## src/sv/ikvp_pkg.sv

```systemverilog
`timescale 1ns / 1ps
// ----------------------------------------------------------------------------
// ikvp_pkg: shared types and constants of the indented key/value line parser
// Character codes, directive patterns and the result word layout.
// ----------------------------------------------------------------------------
package ikvp_pkg;

	// default line buffer size and offset width
	localparam int LineBytesDef = 1024;
	localparam int PosW = 10;

	// character codes
	localparam logic [7:0] ChSpace  = 8'h20;
	localparam logic [7:0] ChTab    = 8'h09;
	localparam logic [7:0] ChCr     = 8'h0D;
	localparam logic [7:0] ChBang   = 8'h21;
	localparam logic [7:0] ChHash   = 8'h23;
	localparam logic [7:0] ChColon  = 8'h3A;
	localparam logic [7:0] ChBslash = 8'h5C;
	localparam logic [7:0] ChLf     = 8'h0A;

	// directive patterns: "!ht", "!ci", "!hyphen", "!case-i"
	localparam int NumDir = 4;
	localparam int DirMax = 7;
	localparam logic [2:0] DirLen [NumDir] = '{3'd3, 3'd3, 3'd7, 3'd7};
	localparam logic [7:0] DirPat [NumDir][DirMax] = '{
		'{ChBang, 8'h68, 8'h74, 8'h00, 8'h00, 8'h00, 8'h00},
		'{ChBang, 8'h63, 8'h69, 8'h00, 8'h00, 8'h00, 8'h00},
		'{ChBang, 8'h68, 8'h79, 8'h70, 8'h68, 8'h65, 8'h6E},
		'{ChBang, 8'h63, 8'h61, 8'h73, 8'h65, 8'h2D, 8'h69}
	};

	// directive result codes
	typedef enum logic [1:0] {
		DirNone   = 2'd0,
		DirHyphen = 2'd1,
		DirNocase = 2'd2
	} dir_code_t;

	// one result word
	typedef struct packed {
		logic [PosW-1:0] indent_level;
		logic            has_tag;
		logic [PosW-1:0] tag_start;
		logic [PosW-1:0] tag_length;
		logic            value_present;
		logic [PosW-1:0] value_start;
		logic [PosW-1:0] value_length;
		logic [1:0]      directive;
		logic            hyphen_mode;
		logic            nocase_mode;
	} result_t;

	// space, tab, lf, vt, ff, cr
	function automatic logic is_ws(input logic [7:0] c);
		return (c == ChSpace) || ((c >= ChTab) && (c <= ChCr));
	endfunction

endpackage

```

## src/sv/ikvp_if.sv

```systemverilog
`timescale 1ns / 1ps
// ----------------------------------------------------------------------------
// ikvp_if: byte and result channels of the line parser
// Valid/ready channels; a word moves when valid and ready are both high.
// ----------------------------------------------------------------------------
interface ikvp_byte_if;
	logic       valid;
	logic       ready;
	logic [7:0] ch;
	logic       line_end;

	modport source (output valid, output ch, output line_end, input ready);
	modport sink (input valid, input ch, input line_end, output ready);
endinterface

interface ikvp_res_if import ikvp_pkg::*; ();
	logic    valid;
	logic    ready;
	result_t data;

	modport source (output valid, output data, input ready);
	modport sink (input valid, input data, output ready);
endinterface

```

## src/sv/ikvp_core.sv

```systemverilog
`timescale 1ns / 1ps
// ----------------------------------------------------------------------------
// ikvp_core: per-byte phase machine and line counters
// Updates the line state for each accepted byte and forms the result word
// on the line-end byte; the state returns to start of line afterwards.
// ----------------------------------------------------------------------------
module ikvp_core import ikvp_pkg::*; #(
	parameter int LINE_BYTES = LineBytesDef
) (
	input  logic       clk,
	input  logic       arst_n,
	input  logic       take,
	input  logic [7:0] ch,
	input  logic       line_end,
	output logic       res_valid,
	output result_t    res
);

	// offsets from the cap on are ignored
	localparam int PosCapI = ((LINE_BYTES - 1) < 1023) ? (LINE_BYTES - 1) : 1023;
	localparam logic [PosW-1:0] PosCap = PosW'(PosCapI);

	typedef enum logic [4:0] {
		PhLead  = 5'b00001,
		PhTag   = 5'b00010,
		PhColon = 5'b00100,
		PhValue = 5'b01000,
		PhDone  = 5'b10000
	} phase_t;

	phase_t            phase_q, phase_n;
	logic [PosW-1:0]   pos_q, pos_n;
	logic [PosW-1:0]   level_q, level_n;
	logic [PosW-1:0]   tag_begin_q, tag_begin_n;
	logic [PosW-1:0]   tag_count_q, tag_count_n;
	logic [PosW-1:0]   val_begin_q, val_begin_n;
	logic              tag_seen_q, tag_seen_n;
	logic              val_seen_q, val_seen_n;
	logic              esc_q, esc_n;
	logic              tag_end_q, tag_end_n;
	logic [NumDir-1:0] match_q, match_n;
	logic              hyphen_q, hyphen_n;
	logic              nocase_q, nocase_n;

	// next-state logic for one byte
	always_comb begin
		logic      use_byte;
		logic      in_tag;
		logic      ws;
		dir_code_t dir;

		phase_n     = phase_q;
		pos_n       = pos_q;
		level_n     = level_q;
		tag_begin_n = tag_begin_q;
		tag_count_n = tag_count_q;
		val_begin_n = val_begin_q;
		tag_seen_n  = tag_seen_q;
		val_seen_n  = val_seen_q;
		esc_n       = esc_q;
		tag_end_n   = tag_end_q;
		match_n     = match_q;
		hyphen_n    = hyphen_q;
		nocase_n    = nocase_q;
		in_tag      = 1'b0;
		ws          = is_ws(ch);
		dir         = DirNone;
		res         = '0;
		res_valid   = take && line_end;

		// a newline on the line end is dropped, long lines are clipped
		use_byte = !(line_end && (ch == ChLf)) && (pos_q < PosCap);

		if (take && use_byte) begin
			// directive prefix match
			for (int k = 0; k < NumDir; k++) begin
				if ((pos_q < PosW'(DirLen[k])) && (ch != DirPat[k][pos_q[2:0]]))
					match_n[k] = 1'b0;
			end

			// leading whitespace
			if (phase_q == PhLead) begin
				if (ws) begin
					level_n = level_q + 1'b1;
				end else begin
					tag_seen_n  = 1'b1;
					tag_begin_n = pos_q;
					phase_n     = PhTag;
					in_tag      = 1'b1;
				end
			end else if (phase_q == PhTag) begin
				in_tag = 1'b1;
			end

			// tag scan with escapes
			if (in_tag) begin
				if (esc_q) begin
					esc_n = 1'b0;
				end else if (ch == ChBslash) begin
					esc_n = 1'b1;
				end else if ((ch == ChColon) || ws || (ch == ChHash)) begin
					if (!tag_end_q) begin
						tag_count_n = pos_q - tag_begin_n;
						tag_end_n   = 1'b1;
					end
					if (ch == ChColon)
						phase_n = PhColon;
					else if (ch == ChHash)
						phase_n = PhDone;
				end
			end else if (phase_q == PhColon) begin
				if (!ws) begin
					val_seen_n  = 1'b1;
					val_begin_n = pos_q;
					phase_n     = PhValue;
				end
			end

			pos_n = pos_q + 1'b1;
		end

		// result word at line end
		if (take && line_end) begin
			if ((pos_n == PosW'(3)) && match_n[0])
				dir = DirHyphen;
			else if ((pos_n == PosW'(3)) && match_n[1])
				dir = DirNocase;
			else if ((pos_n >= PosW'(7)) && match_n[2])
				dir = DirHyphen;
			else if ((pos_n >= PosW'(7)) && match_n[3])
				dir = DirNocase;

			if (dir == DirHyphen)
				hyphen_n = 1'b1;
			else if (dir == DirNocase)
				nocase_n = 1'b1;

			if (dir == DirNone) begin
				res.indent_level = level_n;
				if (tag_seen_n) begin
					res.has_tag    = 1'b1;
					res.tag_start  = tag_begin_n;
					res.tag_length = tag_end_n ? tag_count_n : (pos_n - tag_begin_n);
				end
				if (val_seen_n) begin
					res.value_present = 1'b1;
					res.value_start   = val_begin_n;
					res.value_length  = pos_n - val_begin_n;
				end
			end
			res.directive   = dir;
			res.hyphen_mode = hyphen_n;
			res.nocase_mode = nocase_n;

			// back to start of line
			phase_n     = PhLead;
			pos_n       = '0;
			level_n     = '0;
			tag_begin_n = '0;
			tag_count_n = '0;
			val_begin_n = '0;
			tag_seen_n  = 1'b0;
			val_seen_n  = 1'b0;
			esc_n       = 1'b0;
			tag_end_n   = 1'b0;
			match_n     = '1;
		end
	end

	// line state registers
	always_ff @(posedge clk or negedge arst_n) begin
		if (!arst_n) begin
			phase_q     <= PhLead;
			pos_q       <= '0;
			level_q     <= '0;
			tag_begin_q <= '0;
			tag_count_q <= '0;
			val_begin_q <= '0;
			tag_seen_q  <= 1'b0;
			val_seen_q  <= 1'b0;
			esc_q       <= 1'b0;
			tag_end_q   <= 1'b0;
			match_q     <= '1;
			hyphen_q    <= 1'b0;
			nocase_q    <= 1'b0;
		end else if (take) begin
			phase_q     <= phase_n;
			pos_q       <= pos_n;
			level_q     <= level_n;
			tag_begin_q <= tag_begin_n;
			tag_count_q <= tag_count_n;
			val_begin_q <= val_begin_n;
			tag_seen_q  <= tag_seen_n;
			val_seen_q  <= val_seen_n;
			esc_q       <= esc_n;
			tag_end_q   <= tag_end_n;
			match_q     <= match_n;
			hyphen_q    <= hyphen_n;
			nocase_q    <= nocase_n;
		end
	end

endmodule

```

## src/sv/ikvp_outbuf.sv

```systemverilog
`timescale 1ns / 1ps
// ----------------------------------------------------------------------------
// ikvp_outbuf: two-entry result buffer
// Output register plus skid entry, so the byte side keeps moving while a
// finished result waits to be taken.
// ----------------------------------------------------------------------------
module ikvp_outbuf import ikvp_pkg::*; (
	input  logic    clk,
	input  logic    arst_n,
	input  logic    push,
	input  result_t push_data,
	output logic    space,
	ikvp_res_if.source results
);

	logic    out_valid_q;
	logic    skid_valid_q;
	result_t out_q;
	result_t skid_q;
	logic    pop;

	assign pop            = out_valid_q && results.ready;
	assign space          = !skid_valid_q;
	assign results.valid  = out_valid_q;
	assign results.data   = out_q;

	// valid flags
	always_ff @(posedge clk or negedge arst_n) begin
		if (!arst_n) begin
			out_valid_q  <= 1'b0;
			skid_valid_q <= 1'b0;
		end else begin
			if (push && out_valid_q && !pop) begin
				skid_valid_q <= 1'b1;
			end else if (pop) begin
				skid_valid_q <= 1'b0;
				out_valid_q  <= skid_valid_q || push;
			end else if (push) begin
				out_valid_q <= 1'b1;
			end
		end
	end

	// payload
	always_ff @(posedge clk) begin
		if (push && out_valid_q && !pop)
			skid_q <= push_data;
		if (pop && skid_valid_q)
			out_q <= skid_q;
		else if (push && (!out_valid_q || pop))
			out_q <= push_data;
	end

endmodule

```

## src/sv/indented_key_value_line_parser.sv

```systemverilog
`timescale 1ns / 1ps
// the result word is registered in the output register when its line-end byte is taken,
//   or in the skid entry while an earlier result still holds the output register
// throughput: one byte per cycle; bytes stall only while both buffer entries
//   hold results that the sink has not taken
// reset: clears the line state, the sticky hyphen and case modes and the
//   result buffer
// ----------------------------------------------------------------------------
// indented_key_value_line_parser: top level of the line parser
// Byte-serial scan of indent, tag, value and mode directives of a text line.
// ----------------------------------------------------------------------------
module indented_key_value_line_parser import ikvp_pkg::*; #(
	parameter int LINE_BYTES = LineBytesDef
) (
	input  logic clk,
	input  logic arst_n,
	ikvp_byte_if.sink  bytes,
	ikvp_res_if.source results
);

	logic    take;
	logic    space;
	logic    res_valid;
	result_t res;

	// a byte word is taken whenever the skid entry is free
	assign bytes.ready = space;
	assign take        = bytes.valid && space;

	ikvp_core #(
		.LINE_BYTES(LINE_BYTES)
	) u_core (
		.clk       (clk),
		.arst_n    (arst_n),
		.take      (take),
		.ch        (bytes.ch),
		.line_end  (bytes.line_end),
		.res_valid (res_valid),
		.res       (res)
	);

	ikvp_outbuf u_outbuf (
		.clk       (clk),
		.arst_n    (arst_n),
		.push      (res_valid),
		.push_data (res),
		.space     (space),
		.results   (results)
	);

endmodule
```

## src/flat_wrapper.sv

```systemverilog
// flat-port wrapper written by rule: the top's interface ports become plain ports
module indented_key_value_line_parser_flat import ikvp_pkg::*;
#(
	parameter int LINE_BYTES = LineBytesDef
)
  (clk, arst_n, bytes_valid, bytes_ch, bytes_line_end, bytes_ready, results_valid, results_data, results_ready);
  ikvp_byte_if bytes_i ();
  ikvp_res_if results_i ();
  input  logic clk;
  input  logic arst_n;
  input wire logic [$bits(bytes_i.valid)-1:0] bytes_valid;
  input wire logic [$bits(bytes_i.ch)-1:0] bytes_ch;
  input wire logic [$bits(bytes_i.line_end)-1:0] bytes_line_end;
  output wire logic [$bits(bytes_i.ready)-1:0] bytes_ready;
  output wire logic [$bits(results_i.valid)-1:0] results_valid;
  output wire logic [$bits(results_i.data)-1:0] results_data;
  input wire logic [$bits(results_i.ready)-1:0] results_ready;
  assign bytes_i.valid = bytes_valid;
  assign bytes_i.ch = bytes_ch;
  assign bytes_i.line_end = bytes_line_end;
  assign bytes_ready = bytes_i.ready;
  assign results_valid = results_i.valid;
  assign results_data = results_i.data;
  assign results_i.ready = results_ready;
  indented_key_value_line_parser #(.LINE_BYTES(LINE_BYTES)) u_core (.clk(clk), .arst_n(arst_n), .bytes(bytes_i), .results(results_i));
endmodule
```

## config.mk

```make
export PLATFORM = sky130hd
export DESIGN_NAME = indented_key_value_line_parser_flat
export DESIGN_NICKNAME = d
export VERILOG_FILES = /design/src/sv/ikvp_pkg.sv /design/src/sv/ikvp_if.sv /design/src/sv/ikvp_core.sv /design/src/sv/ikvp_outbuf.sv /design/src/sv/indented_key_value_line_parser.sv /design/src/flat_wrapper.sv
export SDC_FILE = /design/constraint.sdc
export NUM_CORES = 1
export LEC_CHECK = 0
export BUFFER_PORTS_ARGS = -buffer_cell sky130_fd_sc_hd__buf_2
export CORE_ASPECT_RATIO = 2
export CORE_MARGIN = 8
export CORE_UTILIZATION = 55
export CTS_CLUSTER_SIZE = 14
export DETAILED_ROUTE_END_ITERATION = 10
export HOLD_SLACK_MARGIN = 0.15
export PLACE_DENSITY = 0.86
export SETUP_SLACK_MARGIN = 0.1
export SLEW_MARGIN = 20
export SYNTH_ARGS = -nofsm -noshare
export SYNTH_HDL_FRONTEND = slang
export SYNTH_SLANG_ARGS = --single-unit
```

## constraint.sdc

```tcl
create_clock -name clk -period 5.65 [get_ports clk]
set_clock_uncertainty 0.1 [all_clocks]
set_input_delay 0.2825 -clock clk [delete_from_list [all_inputs] [get_ports clk]]
set_output_delay 0.2825 -clock clk [all_outputs]
set_load 0.03 [all_outputs]
```

==> out/qor.csv <==
stage,metric,value,unit
drt,TritonRoute pass-1 iters,5,
floorplan,Die Y-Extent,209,um
floorplan,I/O pin cnt,71,
placed_design,gp weighted congestion,0.919,
timing,TNS Setup,0,ns
cts,clock tree sinks,179,
cts,Clock Tree Buf Depth,2,
synth,syn_nets,1057,
global_route,initial antenna violation count,0,
timing,Max Fclk,206,MHz
drt,DRT iter0 DRCs,706,
critical_path,CP max FO,11,
critical_path,CP startpoint kind,register,
synth,synthesis-stage register bit count,179,
synth,number of distinct library cells after synthesis,87,
cts,Max H-tree Level,4,
pwr,Power Dens Cells,404,mW/mm^2
timing,RSZ-0062 raised after global routing,no,
worst_hold_path,Worst Hold Path Cells,2,
synth,simple-gate area share of the yosys netlist,17.7,%
critical_path,Worst Path Required,5.74,ns
timing,max-slew violations,0,
floorplan,Die Width,113,um
cts,Worst-path clk slew,0.07,ns
drt,Vias,8081,
critical_path,crit path kind,reg -> reg,
synth,ys async rst share,37.4,%
cts,TritonCTS clock tree,done,
timing,Tmin final,4.86,ns
drt,wire per inst,19.9,um
cts,Skew-Pair Late Insertion Delay,0.44,ns
synth,complex-gate fraction of the synthesized area,16.1,%
placed_design,Post-DP HPWL,18100,um
status,status,"complete, no violations",
synth,Syn Area/Cell,10.2,um^2
synth,Yosys top cell area share,32.7,%
timing,Setup Viol. Count Final,0,
timing,"Hold Vio Cnt, Final",0,
global_route,number of global-route vias before repair,7954,
synth,largest family of logic cells by synthesized area,simple AND/OR/NAND/NOR gates,
cells_and_area,fin cells,1285,
global_route,first-pass GRT wire length,41400,um
cells_and_area,Final #Nets,1104,
critical_path,critical path's slowest cell,or4_1,
synth,yosys warns,0,
floorplan,core box area,0.0186,mm^2
critical_path,worst-path cell chain,"ha_1, and2_1, a31oi_4, nand2_1, or4_1, a21oi_1, ha_1, nor2b_1, o21a_1, o21a_1, o21ai_0, a21oi_1, a31oi_1, xnor2_1, a32o_1",
drt,final WL,25600,um
pwr,worst vdd ir,0.000271,V
critical_path,WP depth,15,
synth,mux cell area share after synthesis,3.67,%
floorplan,row count,71,
timing,worst hold margin,0.191,ns
global_route,gr ovfl total,0,
timing,part of the cycle the worst path needs,86.0,%
critical_path,critical path arrival,4.95,ns
synth,"top cells by area, synth","edfxtp_1 33%, dfrtp_1 15%, nand2_1 4.9%",
critical_path,CP endpoint kind,register,
job,max-cap viol count,0,
placed_design,Buffers on Ports,70,
critical_path,critical path's top delay family,compound AO/OA/AOI/OAI gates,
critical_path,FF-to-FF path depth,15,
synth,dominant synthesized flop cell,edfxtp_1,
timing,worst-margin pin slew,1.09,ns
timing,worst rel slew slack,27.3,%
cells_and_area,area added between synthesis and finish,10.6,%
global_route,largest net degree at the start of global routing,68,
drt,Residual DRC,0,
synth,"Cell Area, Synth",0.0103,mm^2
synth,Post-Synth XOR/XNOR Area,4.35,%
cts,CTS Root Cell,clkbuf_16,
synth,Mapped Cells,1006,
synth,adder-cell share of the synthesized area,4.85,%
synth,leading area contributor after synthesis,edfxtp_1,
global_route,All-Layer GR Usage,22.0,%
worst_hold_path,Worst Hold Class,in -> reg,
floorplan,die area,0.0236,mm^2
cells_and_area,share of cells above drive strength 1,16.2,%
placed_design,placed cell count,1251,
pwr,leakage power,4.44,nW
floorplan,Initial Utilization,55.3,%
critical_path,Buf/Inv on CP,0,
cts,CTS Buf Count,17,
critical_path,max incr delay on CP,0.64,ns
synth,"Seq/Total Area, Yosys",49.1,%
drt,Post-DRT Antenna Nets,0,
drt,post-DR vias/cell,6.29,
cts,setup repair bufs after CTS,0,
synth,number of synthesized flops with an enable pin,112,
cells_and_area,ANT cells,0,
-- final timing paths --
check                                  startpoint                          endpoint  slack (ns)
setup / recovery           u_core.u_core.pos_q[0]  u_core.u_outbuf.results.data[13]        0.79
hold / removal                     bytes_line_end          u_core.u_core.level_q[0]        0.19
setup reg to reg           u_core.u_core.pos_q[0]  u_core.u_outbuf.results.data[13]        0.79
hold reg to reg            u_core.u_core.hyphen_q            u_core.u_core.hyphen_q        0.37
max in group asynchronous                  arst_n      u_core.u_core.tag_count_q[9]        4.34
min in group asynchronous                  arst_n      u_core.u_outbuf.skid_valid_q        0.47
-- sequential cells by signal, summed over array words and instances, names as in the netlist, 4 cells and up --
signal / cells
u_core.u_outbuf.results.data: 56
u_core.u_outbuf.skid_q: 56
u_core.u_core.level_q: 10
u_core.u_core.pos_q: 10
u_core.u_core.tag_begin_q: 10
u_core.u_core.tag_count_q: 10
u_core.u_core.val_begin_q: 10
u_core.u_core.phase_q: 5
u_core.u_core.match_q: 4
-- layer usage --
metal,global-route usage (%),part of all wire (%)
met4,10.4,3.5
met1,27.5,42
met2,36.2,49
met3,3.66,5.9
met5,0,0
-- power by group --
group	internal [mW]	switching (mW)	leakage (nW)
registers	1.61	0.104	1.97
clock network	0.625	0.524	0.272
logic	0.579	1.14	2.20
total	2.82	1.77	4.44
-- what timing repair did --
action / in CTS / in global routing
hold endpoints to repair: 64 / 0
resized for setup: 0 / 0
hold buffers: 2 / 0
-- cells by family after synthesis --
kind of cell / after synthesis
compound gates: 245
xor+xnor: 51
fa+ha+maj: 38
buf+inv: 89
flops: 179
mux: 37
simple gates: 367
-- cell type report --
class	count	area [um^2]
Multi-Input combinational cell	738	4820
Clock buffer	19	443
Fill cell	1447	7210
Timing Repair Buffer	99	586
Sequential cell	179	5050
Inverter	18	67.6
Clock inverter	13	124
Tap cell	219	274
-- synthesized netlist by cell type, types with 7 or more instances --
master and n:
o21ai_0 83, nand3_1 16, clkbuf_1 35, a211oi_1 8, a22o_1 8, and3_1 10
edfxtp_1 112, buf_4 7, nand4_1 11, buf_6 7, nor2_1 71, nor2b_1 16
a21oi_1 40, dfrtp_1 62, nand2_1 135, nand2b_1 9, mux2i_1 35, o31ai_1 35
inv_1 18, a31oi_1 7, xnor2_1 27, o41ai_1 7, buf_2 19, nor3_1 42
ha_1 35, a21o_1 9, xor2_1 24
-- through the flow --
stage / util, % / total power, mW / cell area, um^2 / setup WS (ns)
2_1_floorplan: - / 2.98 / 10300 / 0.317
3_3_place_gp: 58.0 / 3.41 / 10800 / 1.12
3_5_place_dp: 58.0 / 3.45 / 10800 / 0.935
4_1_cts: 61.2 / 4.59 / 11400 / 0.893
5_1_grt: 61.2 / 4.81 / 11400 / 0.611
6_report: 61.2 / 4.59 / 11400 / 0.793
-- cell usage in the layout, fill, tap and decap left out, drive strengths merged, types with 9 or more instances in the layout --
master	count
xor2	24
o41ai	10
a21o	9
clkbuf	19
o21ai	89
dfrtp	62
edfxtp	112
nand3	19
nor3	44
nand2b	9
ha	35
buf	97
a211oi	9
nor2b	16
nand4	12
a21oi	40
nor2	71
inv	22
and3	12
xnor2	27
mux2i	35
nand2	136
o31ai	36
Note: power is estimated with default switching activity, not from simulation.
